## config.mk

```make
export PLATFORM = sky130hd
export DESIGN_NAME = ultrasonic_echo_ranger_unit
export DESIGN_NICKNAME = d
export VERILOG_FILES = /design/src/hdl/uer_pkg.sv /design/src/hdl/ultrasonic_echo_ranger_unit.sv
export SDC_FILE = /design/constraint.sdc
export NUM_CORES = 1
export LEC_CHECK = 0
export BUFFER_PORTS_ARGS = -buffer_cell sky130_fd_sc_hd__buf_2
export CORE_ASPECT_RATIO = 0.75
export CORE_MARGIN = 5
export CORE_UTILIZATION = 35
export CTS_CLUSTER_SIZE = 12
export DETAILED_ROUTE_END_ITERATION = 10
export SYNTH_ARGS = -nofsm -noshare
export SYNTH_HDL_FRONTEND = slang
export SYNTH_SLANG_ARGS = --single-unit
```

## constraint.sdc

```tcl
create_clock -name clk -period 9.3 [get_ports clk]
set_clock_uncertainty 0.1 [all_clocks]
set_input_delay 1.86 -clock clk [delete_from_list [all_inputs] [get_ports clk]]
set_output_delay 1.86 -clock clk [all_outputs]
set_load 0.1 [all_outputs]
```

## src/hdl/uer_pkg.sv

```systemverilog
// ============================================================================
// uer_pkg: shared types and constants of the ultrasonic echo ranger
// Request and result payload structures, configuration register indexes,
// reset values and the fixed-point distance scaling constants.
// ============================================================================
package uer_pkg;

    // One request: a single microsecond tick.
    typedef struct packed {
        logic start_req;
        logic echo_level;
    } uer_req_t;

    // One result: the block state after the tick.
    typedef struct packed {
        logic        trigger_out;
        logic        busy_res;
        logic        done_res;
        logic        timed_out;
        logic [16:0] distance_q;
    } uer_res_t;

    // Configuration register indexes (byte address is 4 * index).
    localparam logic REG_TIMEOUT_LIMIT  = 1'b0;
    localparam logic REG_TRIGGER_LENGTH = 1'b1;

    // Register reset values.
    localparam logic [15:0] TIMEOUT_LIMIT_RESET  = 16'd30000;
    localparam logic [7:0]  TRIGGER_LENGTH_RESET = 8'd10;

    // Distance in 1/64 cm is (width * 1125) >> 10.
    localparam int          DIST_W     = 17;
    localparam logic [10:0] DIST_MULT  = 11'd1125;
    localparam int          DIST_SHIFT = 10;

endpackage

```

## src/hdl/ultrasonic_echo_ranger_unit.sv

```systemverilog
// ============================================================================
// ultrasonic_echo_ranger_unit: echo pulse width ranging controller
// Each request is one microsecond tick carrying a start request and the
// sampled echo level; each request yields exactly one result. The block
// accepts one request every clock cycle when the result side keeps up, and a
// request passes through the input register and then the result register,
// with the phase update and the constant distance multiply between
// them. A start while idle raises the
// trigger for trigger_length ticks, then the block waits for the echo rise
// and measures the echo width, both bounded by timeout_limit (clamped to
// 2^COUNT_WIDTH - 2). The distance is reported in units of 1/64 cm and is
// cleared to zero on a timeout. Registers sit at byte address 0
// (timeout_limit, 16 bits) and 4 (trigger_length, 8 bits).
// ============================================================================
module ultrasonic_echo_ranger_unit
    import uer_pkg::*;
#(
    parameter int COUNT_WIDTH = 16
)
(
    input  logic        clk,
    input  logic        rst_n,
    // Request channel
    input  logic        req_valid,
    output logic        req_ready,
    input  uer_req_t    req_data,
    // Result channel
    output logic        res_valid,
    input  logic        res_ready,
    output uer_res_t    res_data,
    // Configuration port
    input  logic        psel,
    input  logic        penable,
    input  logic        pwrite,
    input  logic [2:0]  paddr,
    input  logic [31:0] pwdata,
    output logic [31:0] prdata,
    output logic        pready
);

    localparam int CMP_W  = (COUNT_WIDTH > 16) ? COUNT_WIDTH : 16;
    localparam int PROD_W = COUNT_WIDTH + 11 + DIST_W;
    localparam logic [COUNT_WIDTH-1:0] COUNT_MAX = {COUNT_WIDTH{1'b1}};
    localparam logic [CMP_W-1:0] LIMIT_CAP = CMP_W'(COUNT_MAX) - CMP_W'(1);

    typedef enum logic [1:0] {
        PH_IDLE,
        PH_TRIG,
        PH_RISE,
        PH_WIDTH
    } phase_t;

    logic [15:0]            timeout_limit_reg;
    logic [7:0]             trigger_length_reg;

    logic                   in_valid_reg;
    uer_req_t               in_data_reg;
    logic                   res_valid_reg;
    uer_res_t               res_data_reg;

    phase_t                 phase_reg, phase_next;
    logic [COUNT_WIDTH-1:0] count_reg, count_next;
    logic [DIST_W-1:0]      dist_reg, dist_next;
    logic                   tout_reg, tout_next;
    logic                   trig_next, done_next;

    logic                   advance;
    logic [CMP_W-1:0]       count_ext, limit_eff;
    logic                   over_limit, trig_end;
    logic [COUNT_WIDTH-1:0] count_inc;
    logic [PROD_W-1:0]      product;

    // Configuration writes and reads.
    assign pready = 1'b1;

    always_ff @(posedge clk or negedge rst_n)
    begin
        if (!rst_n)
        begin
            timeout_limit_reg  <= TIMEOUT_LIMIT_RESET;
            trigger_length_reg <= TRIGGER_LENGTH_RESET;
        end
        else if (psel && penable && pwrite)
        begin
            unique case (paddr[2])
                REG_TIMEOUT_LIMIT:  timeout_limit_reg  <= pwdata[15:0];
                REG_TRIGGER_LENGTH: trigger_length_reg <= pwdata[7:0];
                default: ;
            endcase
        end
    end

    always_comb
    begin
        unique case (paddr[2])
            REG_TIMEOUT_LIMIT:  prdata = {16'd0, timeout_limit_reg};
            REG_TRIGGER_LENGTH: prdata = {24'd0, trigger_length_reg};
            default:            prdata = 32'd0;
        endcase
    end

    // Handshake: the input register moves into the result register when the
    // result register is empty or being emptied.
    assign advance   = in_valid_reg && (!res_valid_reg || res_ready);
    assign req_ready = !in_valid_reg || advance;
    assign res_valid = res_valid_reg;
    assign res_data  = res_data_reg;

    // Compare helpers: clamped limit, trigger end and saturating increment.
    assign count_ext  = CMP_W'(count_reg);
    assign limit_eff  = (CMP_W'(timeout_limit_reg) < LIMIT_CAP) ?
                        CMP_W'(timeout_limit_reg) : LIMIT_CAP;
    assign over_limit = count_ext > limit_eff;
    assign trig_end   = count_ext >= CMP_W'(trigger_length_reg);
    assign count_inc  = (count_reg == COUNT_MAX) ? count_reg
                        : count_reg + COUNT_WIDTH'(1);

    // Distance of the width that ends this tick.
    assign product = PROD_W'(count_reg) * PROD_W'(DIST_MULT);

    // Phase update for the tick held in the input register.
    always_comb
    begin
        phase_next = phase_reg;
        count_next = count_reg;
        dist_next  = dist_reg;
        tout_next  = tout_reg;
        trig_next  = 1'b0;
        done_next  = 1'b0;
        unique case (phase_reg)
            PH_IDLE:
            begin
                if (in_data_reg.start_req)
                begin
                    phase_next = PH_TRIG;
                    count_next = COUNT_WIDTH'(1);
                    trig_next  = 1'b1;
                end
            end
            PH_TRIG:
            begin
                if (trig_end)
                begin
                    phase_next = PH_RISE;
                    count_next = '0;
                end
                else
                begin
                    count_next = count_inc;
                    trig_next  = 1'b1;
                end
            end
            PH_RISE:
            begin
                priority if (in_data_reg.echo_level)
                begin
                    phase_next = PH_WIDTH;
                    count_next = COUNT_WIDTH'(1);
                end
                else if (over_limit)
                begin
                    phase_next = PH_IDLE;
                    count_next = '0;
                    dist_next  = '0;
                    tout_next  = 1'b1;
                    done_next  = 1'b1;
                end
                else
                begin
                    count_next = count_inc;
                end
            end
            PH_WIDTH:
            begin
                priority if (!in_data_reg.echo_level)
                begin
                    phase_next = PH_IDLE;
                    count_next = '0;
                    dist_next  = product[DIST_SHIFT +: DIST_W];
                    tout_next  = 1'b0;
                    done_next  = 1'b1;
                end
                else if (over_limit)
                begin
                    phase_next = PH_IDLE;
                    count_next = '0;
                    dist_next  = '0;
                    tout_next  = 1'b1;
                    done_next  = 1'b1;
                end
                else
                begin
                    count_next = count_inc;
                end
            end
            default: ;
        endcase
    end

    // State, input register and result register.
    always_ff @(posedge clk or negedge rst_n)
    begin
        if (!rst_n)
        begin
            in_valid_reg  <= 1'b0;
            res_valid_reg <= 1'b0;
            phase_reg     <= PH_IDLE;
            count_reg     <= '0;
            dist_reg      <= '0;
            tout_reg      <= 1'b0;
        end
        else
        begin
            if (req_ready)
            begin
                in_valid_reg <= req_valid;
            end
            if (advance)
            begin
                res_valid_reg <= 1'b1;
                phase_reg     <= phase_next;
                count_reg     <= count_next;
                dist_reg      <= dist_next;
                tout_reg      <= tout_next;
            end
            else if (res_ready)
            begin
                res_valid_reg <= 1'b0;
            end
        end
    end

    // Payload registers carry no reset.
    always_ff @(posedge clk)
    begin
        if (req_ready && req_valid)
        begin
            in_data_reg <= req_data;
        end
        if (advance)
        begin
            res_data_reg.trigger_out <= trig_next;
            res_data_reg.busy_res    <= (phase_next != PH_IDLE);
            res_data_reg.done_res    <= done_next;
            res_data_reg.timed_out   <= tout_next;
            res_data_reg.distance_q  <= dist_next;
        end
    end

endmodule

```

### Word-level counts from Yosys, hierarchy flattened

Cells that the tools add are included.

* magnitude comparators: 3
* multipliers: 1
* multiplexer cells: 32
* add/sub/neg operators: 1
* shift operators: 0
* reductions and logical operators: 14
* equality and inequality tests: 5
* bitwise gates (word level): 1
* div/mod/pow operators: 0

Operator list (count)
* $mux 16: 7
* $pmux 16 s4: 1
* $pmux 32 s2: 1
* $mux 17: 3
* $pmux 17 s2: 1
* $mul 16x11->27 const B: 1
* $add 16x1->16 const B: 1
* $eq 16x16->1 const B: 1
* $ge 16x8->1: 1
* $gt 16x16->1: 1
* $lt 16x16->1 const B: 1
* $mux 1: 10
* $mux 2: 5
* $pmux 2 s4: 1
* $pmux 1 s2: 3
* $reduce_and 2->1: 3
* $eq 2x2->1 const B: 2
* $logic_and 1x1->1: 4
* $reduce_bool 2->1: 2
* $eq 2x1->1 const B: 1
* $logic_not 1->1: 2
* $logic_not 2->1: 1
* $logic_or 1x1->1: 2
* $ne 2x2->1 const B: 1
* $not 1->1: 1

* logic and storage cells: 72
* output and inout port bits: 56
* bits in registers: 85
* memories kept: 0
* memory bits (read-only): 0
* input port bits: 44
* memory bits (writable): 0
* bits in latches: 0

### Longest topological paths before layout

Gate-level depths: netlist of the first run.

* word-level depth: 7
* mapped depth: 18
* mapped depth without buffers: 18

### Least setup slack after synthesis of the first run

No wires, ideal clock.

* path kind: input to output
* start point: input paddr[2]
* end point: output prdata[6]
* arrival time: 4.321 ns
* stages: 3
* required time: 7.340 ns
* buffers on the path: 2
* path slack: 3.019 ns
* cells stage by stage: clkbuf_1 -> clkbuf_1 -> o21ai_0

* word-level cells in the longest chain between the ends: 2

RTL lines
* start: declaration: RTL line ultrasonic_echo_ranger_unit.sv:35 `input logic [2:0] paddr,`
* $not 1->1
* $pmux 32 s2 (*): RTL line ultrasonic_echo_ranger_unit.sv:95 `unique case (paddr[2])`
* end: declaration: RTL line ultrasonic_echo_ranger_unit.sv:37 `output logic [31:0] prdata,`

Mark *: on every way between the ends. The rest lies on a longest branch, timed or not. The select of a mux whose other input is x is not followed.

### Worst setup path after layout of the first run

* start point: register count_reg[5] (netlist: count_ext[5])
* end point: register res_data_reg, in the netlist res_data[15], data pin

* word-level cells in the longest chain between the ends: 4
* elaborated cells on any way between the ends: 6
* classes of those cells: mul (1); order compare (1); mux (4)

RTL lines
* start: declaration: RTL line ultrasonic_echo_ranger_unit.sv:62 `logic [COUNT_WIDTH-1:0] count_reg, count_next;`
* start signal: assignment: RTL line ultrasonic_echo_ranger_unit.sv:222 `count_reg <= count_next;`
* parallel branches: the longest is 3 deep, another holds $mul 16x11->27
* $pmux 17 s2 (*): RTL line ultrasonic_echo_ranger_unit.sv:130 `unique case (phase_reg)`
* via dist_next[15]: RTL line ultrasonic_echo_ranger_unit.sv:63 `logic [DIST_W-1:0] dist_reg, dist_next;`
* end: declaration: RTL line ultrasonic_echo_ranger_unit.sv:59 `uer_res_t res_data_reg;`

Mark *: on every way through the listed nets, which the timed path passes.
A chain may end at the register's enable or synchronous reset.

==> results.cfg, run 1 <==
[status]
status = complete, no violations

[worst_setup_path]
ff2ff_path_depth = 17
crit_arrival_ns = 5.69
worst-path-stages = 17
cp-end-kind = register
critPathLaunchType = register
path_common_cell = inv_1
r2r-end = res_data[15]
crit_chain = ha_1 > ha_1 > inv_1 > fa_1 > inv_1 > fa_1 > inv_1 > fa_1 > inv_1 > ha_1 > and3_1 > and4_1 > o21ai_1 > a31oi_1 > o31ai_1 > a2111oi_0 > a221o_1
required_ns = 9.30
crit_buf_inv = 4
critPathSlowestCell = dfrtp_1
crit_family = adder cells
worstSetupPathType = register to register
max_stage_delay_ns = 0.65
crit_end = res_data[15]
timing.rr.start = count_ext[5]
reg2reg_slack_ns = 3.61
cp-startpoint = count_ext[5]
crit_fanout = 9

[clock_network]
cts-root-buf = clkbuf_16
clkTransAtPathRegs_ns = 0.07
numCtsBuffers = 9
cts_hold_buf = 0
cts_sinks = 85
cts_tree = built
cts-resized-gates = 0
insertion_delay_ns = 0.36
cts_max_path_buffers = 2
post_cts_buffers = 0
htree_levels = 3

[global_routing]
grt_pass1_vias = 5310
antenna_found_initial = 1
grt_pass1_wl_um = 27570
grt_overflow = 0
grt_usage_pct = 14.34
grt_max_degree = 63

[synth]
yosysWarnings = 0
synth_area_um2 = 7308
synth_xor_area_share_pct = 1.438
synth_compound_area_share_pct = 14.33
synth_top_family_by_area = adder cells
synth-main-ff-cell = dfrtp_1
synth_cell_types = 64
yosys.area.top_type = ha_1
async_flop_share_pct = 72.94
synth_edf_count = 23
synth-adder-area-share_pct = 30.17
syn_avg_cell_area_um2 = 9.903
yosys.area_share.simple_pct = 11.20
ys_top_cells_by_area = ha_1, dfrtp_1, edfxtp_1, fa_1, inv_1
synth_top_area_share_pct = 21.40
syn_inst = 738
muxShareOfSynthArea_pct = 3.852
ys_ff_latch = 85
ys_seq_area_share_pct = 30.83

[cells_and_area]
drive_above_1_share_pct = 15.21
fill_cells = 2029
design_area_um2 = 8182
finalNonFillerCells = 1084
layout_commonest_cell = ha_1
antenna_cells = 0
final_cell_mix = ha_1, inv_1, buf_2
area_growth_pct = 11.95
fin_util_pct = 40.14
largest_register_ffs = 21
final_nets = 998

[sta]
drv_slew = 0
setup_ws_ns = 3.610
timing.setup.tns_ns = 0
setup_viol_count_final = 0
hold_ws_ns = 0.3916
worst_pin_slew_ns = 1.092
relSlewSlack_pct = 26.97
max_clock_freq_ghz = 0.1757
min_period_over_period_pct = 61.18
period_needed_ns = 5.690
finalHoldViolCount = 0
rsz0062_at_grt = false

[placement]
gp_congestion = 0.8383
dp_slack_ns = 3.747
placed_area_um2 = 7859
hpwl_um = 12920
portBuffers = 64
placed_cells = 1068

[floorplan]
core-area_um2 = 20380
die_area_um2 = 23900
start_util_pct = 35.86
row_count = 45
fp.dieH_um = 135.1
io_pins = 100
die_x_um = 176.9

[routing]
ant_nets = 0
wl_per_cell_um = 15.30
drtPass1Iterations = 4
wl_um = 16590
drt-initial-drc-count = 330
drc = 0
vias = 5540
via_per_inst = 5.111

[pwr]
power.density_nw_per_um2 = 266.7
fin_total_pwr_mw = 2.182
leakage_nw = 4.097
ir_worst_vdd_mv = 0.09012

[worst_hold_path]
hold_path_class = register to register

[run]
max-cap-violations = 0
==> final cells by class <==
cell class              instances  area (um^2)  share of cell area (%)
multi-input cells             531         4527                   55.33
flip-flops and latches         85         2253                   27.54
inverters                     104        390.4                   4.771
well taps                     282        352.8                   4.313
repair buffers                 66        335.3                   4.098
clock buffers                  10        250.2                   3.059
clock inverters                 6        72.57                  0.8870
==> Yosys cell counts, types with 10 or more instances <==
| master | count |
|---|---|
| ha_1 | 125 |
| inv_1 | 103 |
| nand2_1 | 63 |
| dfrtp_1 | 53 |
| a21oi_1 | 32 |
| fa_1 | 32 |
| nor2_1 | 31 |
| o21ai_0 | 26 |
| mux2_2 | 25 |
| edfxtp_1 | 23 |
| a22o_1 | 20 |
| nand3_1 | 20 |
| buf_4 | 17 |
| nand4_1 | 12 |
| o211ai_1 | 11 |
| clkbuf_1 | 10 |
==> worst min path at each step <==
stage	start	end	slack, ns	cells past startpoint
CTS	tout_reg	tout_reg	0.39	2
detailed placement	tout_reg	tout_reg	0.37	2
finish	in_valid_reg	res_valid	0.39	1
floorplan	tout_reg	tout_reg	0.35	2
global placement	in_valid_reg	res_valid	0.37	1
global route	tout_reg	tout_reg	0.40	2
==> logic make-up (layout without fill, tap and decap cells) <==
family | count (synthesis) | after routing
flops | 85 | 85
buf+inv | 137 | 186
simple gates | 172 | 172
xor+xnor | 12 | 12
other cells | 2 | 17
fa+ha+maj | 157 | 157
compound gates | 148 | 148
mux | 25 | 25
==> worst register-to-register path, delay by kind of cell (launching register included) <==
kind	cells	cell delay, ns
adder cells (fa/ha/maj)	6	2.54
AO/OA/AOI/OAI	5	1.53
flip-flops	1	0.65
AND/OR/NAND/NOR	2	0.40
buffers and inverters	4	0.21
==> routing by layer <==
metal	up-vias	global-route usage, %	part of all wire [%]
met5	-	0	0.066
met4	2	3.050	1.0
met3	13	3.488	4.8
met2	94	20.75	43
met1	2725	21.67	51
li1	2706	-	-
==> power by group <==
group | switching, mW | internal, mW | leakage [nW] | total [mW]
Sequential | 0.107 | 0.495 | 1.00 | 0.602
Clock | 0.163 | 0.228 | 0.155 | 0.391
Combinational | 0.799 | 0.390 | 2.94 | 1.19
Total | 1.07 | 1.11 | 4.10 | 2.18
Power figures use the tool's default switching activity.
==> run 2, diff against run 1 <==
Clock period 9.3 ns to 5.15 ns, I/O delays scaled along.
==> results.cfg, run 2 (synthesis gave the netlist of run 1 again) <==
[pwr]
power.density_nw_per_um2 = 474.4
ir_worst_vdd_mv = 0.1896
leakage_nw = 4.232

[global_routing]
grt_max_degree = 63
grt_pass1_vias = 5481
grt_usage_pct = 14.54
grt_pass1_wl_um = 28010
grt_overflow = 0
antenna_found_initial = 0

[routing]
ant_nets = 0
wl_per_cell_um = 15.14
via_per_inst = 5.057
wl_um = 16860
drc = 0
drt-initial-drc-count = 308
vias = 5628
drtPass1Iterations = 5

[floorplan]
io_pins = 100
fp.dieH_um = 135.1
core-area_um2 = 20380
die_x_um = 176.9
start_util_pct = 35.86
row_count = 45
die_area_um2 = 23900

[clock_network]
cts_tree = built
htree_levels = 3
cts_hold_buf = 0
insertion_delay_ns = 0.35
numCtsBuffers = 9
cts_sinks = 85
clkTransAtPathRegs_ns = 0.07
cts-root-buf = clkbuf_16
cts_max_path_buffers = 2

[sta]
drv_slew = 0
timing.setup.tns_ns = 0
finalHoldViolCount = 0
relSlewSlack_pct = 23.30
setup_viol_count_final = 0
min_period_over_period_pct = 96.83
hold_ws_ns = 0.3894
max_clock_freq_ghz = 0.2005
period_needed_ns = 4.987
worst_pin_slew_ns = 1.150

[cells_and_area]
drive_above_1_share_pct = 19.25
fill_cells = 2039
layout_commonest_cell = ha_1
area_growth_pct = 15.41
largest_register_ffs = 21
final_nets = 1027
final_cell_mix = ha_1, inv_1, buf_2
antenna_cells = 0

[worst_setup_path]
critPathLaunchType = register
cp-end-kind = register
required_ns = 5.15
reg2reg_slack_ns = 0.16
crit_fanout = 8
worstSetupPathType = register to register
crit_arrival_ns = 4.98

[status]
status = complete, no violations

[placement]
gp_congestion = 0.8675
portBuffers = 64
hpwl_um = 13320

[worst_hold_path]
hold_path_class = register to register

[run]
max-cap-violations = 0
[run 2: per-stage QoR]
| step | setup slack, ns | std cells | utilization, % | cell area, um^2 | power (mW) |
|---|---|---|---|---|---|
| global placement | -0.02439 | 1097 | 39.63 | 8077 | 3.312 |
| CTS | 0.02733 | 1113 | 41.14 | 8384 | 4.023 |
| finish | 0.1635 | 1113 | 41.38 | 8434 | 4.001 |
| floorplan | 0.2192 | 753 | - | 7365 | 2.801 |
| detailed placement | -0.02189 | 1097 | 39.63 | 8077 | 3.320 |
| global route | -0.01334 | 1113 | 41.38 | 8434 | 4.353 |
[run 2: worst paths after layout]
check | start | end | cells after the start
max reg2reg | count_ext[9] | res_data[13] | 15
min in group asynchronous | rst_n | dist_reg[6] | 2
max | count_ext[9] | res_data[13] | 15
max in group asynchronous | rst_n | count_ext[9] | 2
min reg2reg | tout_reg | tout_reg | 2
min | tout_reg | tout_reg | 2
[run 2: routing by layer]
| layer | GRT usage [%] | vias up | part of all wire, % |
|---|---|---|---|
| met5 | 0 | - | 0 |
| met4 | 3.823 | 0 | 1.5 |
| met3 | 2.567 | 14 | 4.9 |
| met2 | 21.62 | 117 | 43 |
| met1 | 21.81 | 2740 | 50 |
| li1 | - | 2757 | - |
[run 2: where the power goes]
part | internal, mW | switching [mW]
sequential | 0.896 | 0.142
combinational | 0.772 | 1.52
clock | 0.379 | 0.288
[run 2: final cells by class]
cell class	count	area [um^2]	area share, %
flip-flops and latches	85	2255	26.73
repair buffers	95	553.0	6.557
well taps	282	352.8	4.183
clock inverters	7	71.32	0.8456
inverters	104	390.4	4.628
multi-input cells	531	4587	54.38
clock buffers	9	225.2	2.670
[run 2: critical path, stage by stage (launching register included)]
cell and delay (ns):
dfrtp_2 0.49, ha_1 0.32, ha_1 0.30, fa_1 0.53
fa_1 0.56, inv_1 0.06, fa_1 0.53, inv_1 0.05
ha_1 0.31, buf_4 0.15, and3_1 0.18, nand3_1 0.14
a31oi_4 0.07, o31a_1 0.34, or3_4 0.33, a32o_1 0.26
[run 2: what timing repair did]
| item | 4_1_cts | 5_1_grt |
|---|---|---|
| endpoints found under the hold margin | 0 | 0 |
| gates resized for setup | 2 | 13 |
| endpoints found under the setup margin | 2 | 14 |
| buffers inserted | 0 | 0 |
| cloned | 0 | 0 |
| pin swaps | 0 | 5 |
==> run 3, diff against run 2 <==
Settings changed: ABC_AREA set to 1, CORE_UTILIZATION 35 to 54, PLACE_DENSITY set to 0.78.
==> results.cfg, run 3 <==
[sta]
setup_viol_count_final = 0
worst_pin_slew_ns = 0.9643
finalHoldViolCount = 0
period_needed_ns = 4.823
rsz0062_at_grt = false
max_clock_freq_ghz = 0.2073
relSlewSlack_pct = 35.56
drv_slew = 0
timing.setup.tns_ns = 0
min_period_over_period_pct = 93.65

[clock_network]
clkTransAtPathRegs_ns = 0.07
cts_max_path_buffers = 2
cts_hold_buf = 0
numCtsBuffers = 9
insertion_delay_ns = 0.35
cts-root-buf = clkbuf_16
htree_levels = 3
cts-resized-gates = 0
cts_tree = built
post_cts_buffers = 0
cts_sinks = 85

[pwr]
leakage_nw = 5.060
power.density_nw_per_um2 = 289.9
ir_worst_vdd_mv = 0.1444

[floorplan]
core-area_um2 = 14600
row_count = 38
die_area_um2 = 17560
fp.dieH_um = 116.0
die_x_um = 151.4
io_pins = 100
start_util_pct = 55.45

[routing]
ant_nets = 0
via_per_inst = 5.259
drtPass1Iterations = 7
vias = 6674
drt-initial-drc-count = 532
wl_um = 18410
wl_per_cell_um = 14.51
drc = 0

[cells_and_area]
area_growth_pct = 9.692
multi_input_area_um2 = 5061
final_nets = 1265
drive_above_1_share_pct = 15.43
largest_register_ffs = 21
layout_commonest_cell = nand2_1
fill_cells = 1308
regArea_um2 = 2253
fin_util_pct = 60.83
final_cell_mix = nand2_1, inv_1, ha_1
antenna_cells = 0

[status]
status = complete, no violations

[worst_setup_path]
crit_fanout = 9
worstSetupPathType = register to register
cp-end-kind = register
required_ns = 5.14
crit_arrival_ns = 4.81
critPathLaunchType = register

[placement]
hpwl_um = 14880
portBuffers = 64
gp_congestion = 0.9578

[synth]
async_flop_share_pct = 72.94
synth_compound_area_share_pct = 8.765
syn_inst = 996
ys_seq_area_share_pct = 27.84
synth_area_um2 = 8094
synth_most_common_cell = nand2_1
synth-main-ff-cell = dfrtp_1
yosys.area_share.simple_pct = 24.22
yosysWarnings = 0
synth_top_area_share_pct = 19.32
synth_commonest_cells = nand2_1, inv_1, ha_1, nor2_1, dfrtp_1
ys_ff_latch = 85
ys_top_cells_by_area = ha_1, dfrtp_1, nand2_1, edfxtp_1, fa_1
synth_cell_types = 49
syn_avg_cell_area_um2 = 8.127
yosys.area.top_type = ha_1
synth-adder-area-share_pct = 27.24
synth_xor_area_share_pct = 1.515
muxShareOfSynthArea_pct = 0
synth_top_family_by_area = adder cells
synth_edf_count = 23

[run]
max-cap-violations = 0

[global_routing]
grt_pass1_vias = 6205
grt_max_degree = 63
antenna_found_initial = 0
grt_pass1_wl_um = 30120
grt_overflow = 0
grt_usage_pct = 21.80

[worst_hold_path]
hold_path_class = register to register
-- run 3: area by class of cell --
class	count	area share (%)
Tap cell	200	2.818
Inverter	161	6.807
Clock inverter	7	0.9160
Clock buffer	9	2.537
Sequential cell	85	25.38
Multi-Input combinational cell	732	57.00
Timing Repair Buffer	75	4.538
-- run 3: worst paths after layout --
check                                  start                     to  slack (ns)  depth (start not counted)
worst max-delay path            count_ext[9]           res_data[14]        0.33                         17
worst min-delay path                tout_reg               tout_reg        0.38                          2
worst max register to register  count_ext[9]           res_data[14]        0.33                         17
worst min register to register      tout_reg               tout_reg        0.38                          2
max in group asynchronous              rst_n           count_ext[6]        3.68                          2
min in group asynchronous              rst_n  trigger_length_reg[2]        0.76                          2
-- run 3: kinds of logic (layout without fill, tap and decap cells) --
kind of cell / Yosys count / after routing
compound gates: 124 / 124
xor+xnor: 14 / 14
fa+ha+maj: 157 / 157
buf+inv: 194 / 252
flops: 85 / 85
other cells: 2 / 17
simple gates: 420 / 420
-- run 3: per-stage QoR --
step / area, um^2 / std cells / hold WS [ns] / worst slack, ns / total power, mW
2_1_floorplan: 8150 / 1011 / 0.3437 / 0.5173 / 1.749
3_3_place_gp: 8572 / 1253 / 0.3625 / 0.4559 / 1.899
3_5_place_dp: 8572 / 1253 / 0.3623 / 0.4356 / 1.917
4_1_cts: 8879 / 1269 / 0.3837 / 0.3979 / 2.591
5_1_grt: 8879 / 1269 / 0.4165 / 0.04209 / 2.740
6_report: 8879 / 1269 / 0.3795 / 0.3269 / 2.574
-- run 3: layer usage --
metal  vias to the layer above  wire (um)  part of all wire, %  track usage [%]
li1                       3328          -                    -                -
met1                      3136       8600                   47            31.92
met2                       193       7683                   42            31.52
met3                        17       1938                   11            7.389
met4                         0        188                  1.0            4.287
met5                         -          0                    0                0
-- run 3: power breakdown --
group	leakage (nW)	switching, mW	internal [mW]
Combinational	3.89	0.795	0.236
Clock	0.141	0.287	0.382
Sequential	1.03	0.0739	0.799
-- run 3: worst max-delay path, cell delays in order (launching register included) --
cell	delay (ns)
dfrtp_1	0.60
inv_1	0.09
ha_1	0.29
ha_1	0.27
inv_1	0.05
fa_1	0.50
fa_1	0.54
inv_1	0.05
fa_1	0.47
ha_1	0.42
nand2_1	0.11
nor2_1	0.17
nor3b_2	0.30
nand3_1	0.15
nand3_1	0.10
nand2_1	0.05
nand3_1	0.18
nand2_1	0.11
